$ cat src/design/assert_macros.svh
// Assertion macros for the design files; only the top level includes them.
// Every macro samples on i_clk and is disabled while i_rst_n is low.
`ifndef ASSERT_MACROS_SVH
`define ASSERT_MACROS_SVH

// Check that a property holds at every clock edge outside reset.
`define ASSERT_CLK(label, prop, msg) \
    label: assert property (@(posedge i_clk) disable iff (!i_rst_n) (prop)) else $error(msg);

// Check that a condition is never true outside reset.
`define ASSERT_NEVER(label, cond, msg) \
    label: assert property (@(posedge i_clk) disable iff (!i_rst_n) !(cond)) else $error(msg);

`endif

$ cat src/design/mibs_pkg.sv
// Shared constants, types and helpers for the mask integral box-sum core.
// No dependencies; used by mibs_ctrl, mibs_dp and the top level.
package mibs_pkg;

    localparam int MAX_ROWS = 256;
    localparam int MAX_COLS = 256;

    localparam int ROW_W  = $clog2(MAX_ROWS);
    localparam int COL_W  = $clog2(MAX_COLS);
    localparam int ROWC_W = $clog2(MAX_ROWS + 1);
    localparam int COLC_W = $clog2(MAX_COLS + 1);
    localparam int ADDR_W = $clog2(MAX_ROWS * MAX_COLS);

    localparam int ENT_W  = $clog2(MAX_ROWS * MAX_COLS + 1) + 1;
    localparam int RSUM_W = $clog2(MAX_COLS + 1) + 1;
    localparam int ACC_W  = ENT_W + 2;

    localparam int CFG_W     = 9;
    localparam int CFG_IDX_W = 1;
    localparam int PIX_W     = 8;
    localparam int POS_W     = 10;
    localparam int DIM_W     = 9;
    localparam int CRD_W     = 12;
    localparam int OUT_W     = 17;

    localparam logic [CFG_IDX_W-1:0] CFG_HEIGHT = 1'b0;
    localparam logic [CFG_IDX_W-1:0] CFG_WIDTH  = 1'b1;
    localparam logic [CFG_W-1:0]     CFG_RESET  = 9'd256;

    localparam logic [PIX_W-1:0] PIX_ON  = 8'd255;
    localparam logic [OUT_W-1:0] SUM_MAX = 17'h1FFFF;

    localparam logic CMD_LOAD  = 1'b0;
    localparam logic CMD_QUERY = 1'b1;

    typedef enum logic [3:0] {
        ST_IDLE,
        ST_LD_RD,
        ST_LD_WR,
        ST_Q_A,
        ST_Q_B,
        ST_Q_C,
        ST_Q_D,
        ST_Q_ACC,
        ST_Q_OUT
    } t_state;

    typedef enum logic [2:0] {
        RD_ABOVE,
        RD_A,
        RD_B,
        RD_C,
        RD_D
    } t_rd_src;

    typedef enum logic [1:0] {
        ACC_HOLD,
        ACC_LOAD,
        ACC_SUB,
        ACC_ADD
    } t_acc_op;

    typedef struct packed {
        logic    take;
        t_rd_src rd_src;
        logic    wr;
        t_acc_op acc;
        logic    out_load;
    } t_dp_cmd;

    typedef struct packed {
        logic out_free;
    } t_dp_stat;

    function automatic logic [ADDR_W-1:0] cell_addr(input logic [ROW_W-1:0] row,
                                                    input logic [COL_W-1:0] col);
        cell_addr = ADDR_W'(row) * ADDR_W'(MAX_COLS) + ADDR_W'(col);
    endfunction

endpackage

$ cat src/design/mibs_ctrl.sv
// Sequencer for pixel loads and four-read box queries.
// Depends on mibs_pkg; drives mibs_dp through t_dp_cmd.
module mibs_ctrl (
    input  logic              i_clk,
    input  logic              i_rst_n,
    input  logic              i_valid,
    input  logic              i_command,
    input  mibs_pkg::t_dp_stat i_stat,
    output logic              o_ready,
    output mibs_pkg::t_dp_cmd  o_cmd
);

    mibs_pkg::t_state r_state;
    mibs_pkg::t_state n_state;

    always_ff @(posedge i_clk) begin
        if (!i_rst_n) begin
            r_state <= mibs_pkg::ST_IDLE;
        end else begin
            r_state <= n_state;
        end
    end

    always_comb begin
        n_state          = r_state;
        o_ready          = 1'b0;
        o_cmd.take       = 1'b0;
        o_cmd.rd_src     = mibs_pkg::RD_ABOVE;
        o_cmd.wr         = 1'b0;
        o_cmd.acc        = mibs_pkg::ACC_HOLD;
        o_cmd.out_load   = 1'b0;
        case (r_state)
            mibs_pkg::ST_IDLE: begin
                o_ready = 1'b1;
                if (i_valid) begin
                    o_cmd.take = 1'b1;
                    n_state = (i_command == mibs_pkg::CMD_QUERY) ? mibs_pkg::ST_Q_A
                                                                 : mibs_pkg::ST_LD_RD;
                end
            end
            mibs_pkg::ST_LD_RD: begin
                o_cmd.rd_src = mibs_pkg::RD_ABOVE;
                n_state = mibs_pkg::ST_LD_WR;
            end
            mibs_pkg::ST_LD_WR: begin
                o_cmd.wr = 1'b1;
                n_state = mibs_pkg::ST_IDLE;
            end
            mibs_pkg::ST_Q_A: begin
                o_cmd.rd_src = mibs_pkg::RD_A;
                n_state = mibs_pkg::ST_Q_B;
            end
            mibs_pkg::ST_Q_B: begin
                o_cmd.rd_src = mibs_pkg::RD_B;
                o_cmd.acc = mibs_pkg::ACC_LOAD;
                n_state = mibs_pkg::ST_Q_C;
            end
            mibs_pkg::ST_Q_C: begin
                o_cmd.rd_src = mibs_pkg::RD_C;
                o_cmd.acc = mibs_pkg::ACC_SUB;
                n_state = mibs_pkg::ST_Q_D;
            end
            mibs_pkg::ST_Q_D: begin
                o_cmd.rd_src = mibs_pkg::RD_D;
                o_cmd.acc = mibs_pkg::ACC_SUB;
                n_state = mibs_pkg::ST_Q_ACC;
            end
            mibs_pkg::ST_Q_ACC: begin
                o_cmd.acc = mibs_pkg::ACC_ADD;
                n_state = mibs_pkg::ST_Q_OUT;
            end
            mibs_pkg::ST_Q_OUT: begin
                // hold the sum until the output register can take it
                if (i_stat.out_free) begin
                    o_cmd.out_load = 1'b1;
                    n_state = mibs_pkg::ST_IDLE;
                end
            end
            default: begin
                n_state = mibs_pkg::ST_IDLE;
            end
        endcase
    end

endmodule

$ cat config.mk
export PLATFORM = sky130hd
export DESIGN_NAME = mibs_ctrl
export DESIGN_NICKNAME = d
export VERILOG_FILES = /design/src/design/assert_macros.svh /design/src/design/mibs_pkg.sv /design/src/design/mibs_ctrl.sv
export SDC_FILE = /design/constraint.sdc
export NUM_CORES = 1
export LEC_CHECK = 0
export BUFFER_PORTS_ARGS = -buffer_cell sky130_fd_sc_hd__buf_2
export CORE_AREA = 3 3 40 42
export CTS_CLUSTER_DIAMETER = 30
export DETAILED_ROUTE_END_ITERATION = 16
export DIE_AREA = 0 0 43 45
export PLACE_DENSITY = 0.47
export SKIP_LAST_GASP = 1
export SLEW_MARGIN = 20
export SYNTH_ARGS = -nofsm -noshare
export SYNTH_HDL_FRONTEND = slang
export SYNTH_SLANG_ARGS = --single-unit
$ cat constraint.sdc
create_clock -name i_clk -period 1.4 [get_ports i_clk]
set_input_delay 0 -clock i_clk [delete_from_list [all_inputs] [get_ports i_clk]]
set_output_delay 0 -clock i_clk [all_outputs]
set_load 0.005 [all_outputs]
-- Yosys cells after proc, flatten, opt, wreduce, memory -nomap -nowiden
Index checks and enable logic that the tools add are counted.
- flip-flop bits (word level): 4
- bits in latches: 0
- bits in writable memories: 0
- memory bits (read-only): 0
- memories: 0
- add/sub/neg operators: 0
- multipliers: 0
- divide/modulo/power cells: 0
- magnitude comparators: 0
- equal/unequal tests: 10
- shift operators: 0
- muxes and demuxes: 12
- bitwise logic cells: 0
- reduce and logical (&&, ||, !) cells: 3
- operators with widths (kind ; count):
    one-hot mux 4 bit (8 select lines) ; 1
    equality test 4 x 3 -> 1 bit, second input constant ; 4
    one-hot mux 3 bit (4 select lines) ; 1
    equality test 4 x 2 -> 1 bit, second input constant ; 2
    2-to-1 mux 4 bit ; 2
    2-to-1 mux 1 bit ; 6
    one-hot mux 2 bit (3 select lines) ; 1
    equality test 4 x 1 -> 1 bit, second input constant ; 1
    equality test 4 bit, second input constant ; 1
    zero test 4 bit ; 1
    inequality test 2 bit, second input constant ; 2
    2-to-1 mux 2 bit ; 1
    AND reduction 2 bit ; 1
    OR reduction 2 bit ; 1

-- Logic depth before layout (Yosys ltp)
Gate-level depths: netlist of run 1.
- depth in word-level cells: 3
- gate-level depth with buffers: 5
- mapped depth without buffers: 3

-- Worst setup path before layout of run 1
No wires, ideal clock.
- path kind: reg2reg
- start: register r_state[3]
- end: register r_state[3]
- library setup time: 64 ps
- data arrival time: 1227 ps
- data required time: 1336 ps
- slack: 109 ps
- cell stages (with the launch flop): 5
- buffers on the path: 1
- period minus slack after synthesis: 1291 ps
- cells stage by stage: dfxtp_1 > clkbuf_1 > mux2_1 > o32a_1 > nor2_1
- longest elaborated chain between the ends: 3
- RTL lines (element ; RTL line ; text):
    start, declared ; mibs_ctrl.sv:13 ; mibs_pkg::t_state r_state;
    start signal, assigned ; mibs_ctrl.sv:18 ; r_state <= mibs_pkg::ST_IDLE;
    start signal, assigned ; mibs_ctrl.sv:20 ; r_state <= n_state;
    equality test 4 bit or zero test 4 bit (tied branches) ; mibs_ctrl.sv:32 ; case (r_state)
    inequality test 2 bit (no source line) ; - ;
    AND reduction 2 bit (no source line) ; - ;
Several ways; a longest one is shown, not always the timed one.
A chain may end at the register's enable or synchronous reset.

==> results of run 1 <==
==> kinds of logic after synthesis <==
family,count (synthesis)
simple gates,19
compound gates,8
buf+inv,5
flops,4
xor+xnor,2
mux,1
==> report_power, final <==
group / leakage [nW] / switching [mW] / total, mW / internal, mW
Clock: 0.0138 / 0.0419 / 0.137 / 0.0956
Combinational: 0.153 / 0.0787 / 0.174 / 0.0956
Sequential: 0.0328 / 0.0247 / 0.156 / 0.132
Total: 0.200 / 0.145 / 0.468 / 0.323
==> metrics by stage <==
stage	area (um2)	util (%)	hold slack (ps)	setup WS (ps)	power (mW)
6_report	408	31.7	33.5	171	0.468
4_1_cts	405	31.5	23.0	91.0	0.473
5_1_grt	408	31.7	20.1	59.0	0.523
3_3_place_gp	383	29.8	276	216	0.329
2_1_floorplan	315	-	85.9	109	0.296
3_5_place_dp	383	29.8	272	198	0.327
==> repair_timing <==
| action | in CTS | in global routing |
|---|---|---|
| setup endpoints to repair | 0 | 1 |
| endpoints found under the hold margin | 0 | 0 |
| gates resized for setup | 0 | 1 |
==> worst max-delay path, delay by kind of cell, from the launching register on <==
family        cells  cell delay [ps]
buf+inv           1              100
simple gates      3              540
flops             1              360
==> path summary, 6_finish.rpt <==
check,start,end,depth (start not counted)
setup / recovery,r_state[1],o_cmd[7],4
hold / removal,i_rst_n,r_state[3],3
setup reg to reg,r_state[1],r_state[3],3
hold reg to reg,r_state[1],r_state[1],2
==> metal layers <==
metal / vias up / track usage, % / wire [um]
li1: 166 / - / -
met1: 135 / 6.99 / 286
met2: 9 / 12.9 / 308
met3: 2 / 5.18 / 65
met4: 0 / 7.23 / 8
met5: - / 0 / 0
==> cell type report <==
class / count / area, um2
clock buffer: 3 / 22.5
fill: 160 / 877
inverter: 1 / 3.75
multi-input combinational: 30 / 203
sequential: 4 / 80.1
tap: 15 / 18.8
timing repair buffer: 15 / 80.1
==> cell usage in the layout (no fill, tap or decap), drive strengths merged, types with 2 or more instances in the layout <==
cell type / instances
dfxtp: 4
nor3: 3
nor2: 3
nor2b: 3
and3: 2
nand2: 2
buf: 15
clkbuf: 3
a21oi: 2
==> impl_metrics.ini, run 1 <==
[run_status]
status = completed

[floorplan]
start_util_pct = 24.5
dieArea_um2 = 1940
die_h_um = 45
core_region_area_um2 = 1280
die-width_um = 43
placementRows = 13
io_pins = 14

[clocking]
cts_tree = done
cts_root_buf = clkbuf_4
cts_made_buffers = 3
htree_levels = 1
cts_buffer_depth = 2
insertion_delay_ps = 230
postCtsSetupBuffers = 0
hold_buffers = 0
path_clk_slew_ps = 40
cts_sinks = 4

[synth]
synth_top_family_by_area = simple AND/OR/NAND/NOR gates
yosys.area_share.simple_pct = 35.3
synth_area_leaders = dfxtp_1 25%, buf_6 7.1%, nor2b_1 6.0%
yosys.area.top_type_share_pct = 25.4
synth_fa_ha_area_share_pct = 0
synth_xor_area_share_pct = 5.56
netlist_instances = 39
synthMuxAreaShare_pct = 3.57
synth_edf_count = 0
yosysTopAreaCell = dfxtp_1
yosysUniqueCellTypes = 27
synth.most_common_cell = dfxtp_1
ys_top_cells_by_count = 4 x dfxtp_1, 3 x nor2_1, 3 x nor2b_1
yosys_warnings = 0
async_flop_share_pct = 0
syn_area_per_cell_um2 = 8.08
synthFlopType = dfxtp_1
ys_ff_latch = 4
syn_area_um2 = 315
yosysSeqAreaShare_pct = 25.4
syn-num-nets = 44
synth-compound-area-share_pct = 19.0

[timing]
fin_tns_setup_ps = 0
finalCriticalPeriod_ps = 1230
timing.final.setup_violations = 0
slew_headroom_pct = 77.0
max_freq_mhz = 814
rsz0062_at_grt = no
period_share_pct = 87.8
hold_viol_final = 0
final_max_slew_viol_count = 0
tightestPinTransition_ps = 344
finalClockSkew_ps = 1.74

[place]
io_buffers = 13
hpwl_um = 536
place_congestion = 0.670
place_inst = 65

[finish]
fin_cells = 68
num-nets-final = 60
top_regs = r_state (4)
syn_to_final_growth_pct = 29.4
diodes = 0
drive_gt1_share_pct = 37.7
regMostFlops = r_state
largest_register_ffs = 4

[grt]
track_usage_pct = 8.08
grt_max_degree = 11
overflow = 0
antenna_found_initial = 0
grt_pass1_wl_um = 1060
grt_pass1_vias = 283

[routing]
detail_route.wl_per_cell_um = 9.82
drt_iter0_drc = 0
vias = 312
firstDrtPassIters = 1
routed_via_density = 4.59
route.detailed.drc = 0
ant_nets = 0
wirelength_um = 668

[worst_hold_path]
hold_class = in2reg

[critical_path]
path_max_fanout = 8
path_cells = or2_4 -> nor3_2 -> and2_1 -> buf_2
crit_path_top_delay_cell = dfxtp_1
cp-end-kind = primary output
reg2reg_slack_ps = 260
slowest_delay_ps = 360
cp-start-kind = flip-flop
worstPathRequired_ps = 1400
path_class = reg2out
worstPathArrival_ps = 1230

[power_and_ir_drop]
power.leakage_nw = 0.200
worst_ir_drop_vdd_mv = 0.247
powerDensity_nw_per_um2 = 1150

[run]
maxCapViolCount = 0
(Power assumes the default switching activity.)
==> run 2: changes to the inputs <==
--- a/config.mk
+++ b/config.mk
@@ -5,12 +5,12 @@
 export SDC_FILE = /design/constraint.sdc
 export NUM_CORES = 1
 export LEC_CHECK = 0
-export BUFFER_PORTS_ARGS = -buffer_cell sky130_fd_sc_hd__buf_2
 export CORE_AREA = 3 3 40 42
 export CTS_CLUSTER_DIAMETER = 30
 export DETAILED_ROUTE_END_ITERATION = 16
 export DIE_AREA = 0 0 43 45
-export PLACE_DENSITY = 0.47
+export DONT_BUFFER_PORTS = 1
+export PLACE_DENSITY = 0.38
 export SKIP_LAST_GASP = 1
 export SLEW_MARGIN = 20
 export SYNTH_ARGS = -nofsm -noshare
==> constraint.sdc (replaced) <==
create_clock -name i_clk -period 1.4 [get_ports i_clk]
set_input_delay 0.21 -clock i_clk [delete_from_list [all_inputs] [get_ports i_clk]]
set_output_delay 0.21 -clock i_clk [all_outputs]
set_load 0.005 [all_outputs]
==> impl_metrics.ini, run 2 (synthesis gave the netlist of run 1 again) <==
[place]
place_ws_ps = 179
placed_area_um2 = 325
place_congestion = 0.757
io_buffers = 0
place_inst = 53
hpwl_um = 560

[finish]
num-nets-final = 51
syn_to_final_growth_pct = 24.6
postLayoutCellArea_um2 = 393
diodes = 0
final_cell_mix = 6 x buf_4, 3 x nor2_1, 3 x nor2b_1, 3 x clkbuf_4
top_regs = r_state (4)
layout_commonest_cell = buf_4
fillers = 134
multi_input_area_um2 = 216
fin_cells = 59
utilization_pct = 30.6
largest_register_ffs = 4
register_area_um2 = 86.3
drive_gt1_share_pct = 36.4
regMostFlops = r_state

[clocking]
insertion_delay_ps = 240
cts_buffer_depth = 2
path_clk_slew_ps = 40
hold_buffers = 0
cts_tree = done
cts_root_buf = clkbuf_4
htree_levels = 1
cts_made_buffers = 3
cts_sinks = 4

[critical_path]
r2r_end = r_state[3]
path_max_fanout = 6
path_class = reg2out
reg2reg_depth = 4
reg2reg_slack_ps = 130
worstPathRequired_ps = 1190
path_cells = or2_4 -> nor3_4 -> and2_4
crit_path_top_delay_cell = dfxtp_4
slowest_delay_ps = 350
cp-start-kind = flip-flop
r2r-start = r_state[0]
worstPathArrival_ps = 1170
cp-end-kind = primary output

[grt]
antenna_found_initial = 0
grt_pass1_vias = 256
track_usage_pct = 9.57
grt_max_degree = 9
overflow = 0
grt_pass1_wl_um = 1300

[power_and_ir_drop]
powerDensity_nw_per_um2 = 1330
worst_ir_drop_vdd_mv = 0.576
power.leakage_nw = 0.165
power_uw = 522

[timing]
slew_headroom_pct = 82.6
tightestPinTransition_ps = 258
hold_viol_final = 0
rsz0062_at_grt = yes
final_max_slew_viol_count = 0
period_share_pct = 98.5
timing.final.setup_violations = 0
setup_ws_ps = 21.7
finalClockSkew_ps = 4.13
finalCriticalPeriod_ps = 1380
max_freq_mhz = 726

[routing]
firstDrtPassIters = 3
vias = 300
wirelength_um = 778
drt_iter0_drc = 5
ant_nets = 0
routed_via_density = 5.08
route.detailed.drc = 0
detail_route.wl_per_cell_um = 13.2

[floorplan]
core_region_area_um2 = 1280
start_util_pct = 24.5
dieArea_um2 = 1940
io_pins = 14
die_h_um = 45
die-width_um = 43
placementRows = 13

[run_status]
status = completed

[worst_hold_path]
min_from = i_rst_n
hold_depth = 2
min_to = r_state[3]
hold_class = in2reg

[run]
maxCapViolCount = 0
## run 2: power by group
group,total (mW),internal (mW),switching [mW]
clock network,0.146,0.0961,0.0497
logic,0.216,0.124,0.0929
registers,0.160,0.136,0.0235
## run 2: per-stage QoR
stage	hold slack (ps)	setup TNS, ps
3_5_place_dp	337	0
5_1_grt	82.3	-41.5
3_3_place_gp	347	0
2_1_floorplan	330	0
6_report	100	0
4_1_cts	89.0	0
## run 2: how the worst max path moves through the flow
stage	startpoint	end	cells after the start	slack (ps)
after detailed placement	r_state[1]	o_cmd[7]	3	180
after global routing	r_state[0]	o_cmd[7]	3	-30
after floorplan	r_state[3]	r_state[3]	4	110
after global placement	r_state[1]	r_state[3]	3	180
after CTS	r_state[1]	o_cmd[7]	3	8
final	r_state[0]	o_cmd[7]	3	20
## run 2: area by class of cell
class / instances / share of cell area, %
clock buffers: 3 / 5.73
multi-input cells: 30 / 55.1
flip-flops and latches: 4 / 22.0
inverters: 1 / 0.955
repair buffers: 6 / 11.5
well taps: 15 / 4.78
## run 2: routing by layer
layer	routed length (um)	GRT usage [%]	vias to the layer above
met5	0	0	-
met4	19	5.42	0
met3	104	7.97	2
met2	321	11.4	15
met1	333	11.5	133
li1	-	-	150
## run 2: critical path, delay by kind of cell (launching register included)
family,cells,cell delay [ps]
simple gates,3,570
flops,1,350
## run 2: timing repair
action	CTS	global route
setup buffers	1	2
pin swaps	2	1
gates resized for setup	3	5
endpoints found under the setup margin	4	6
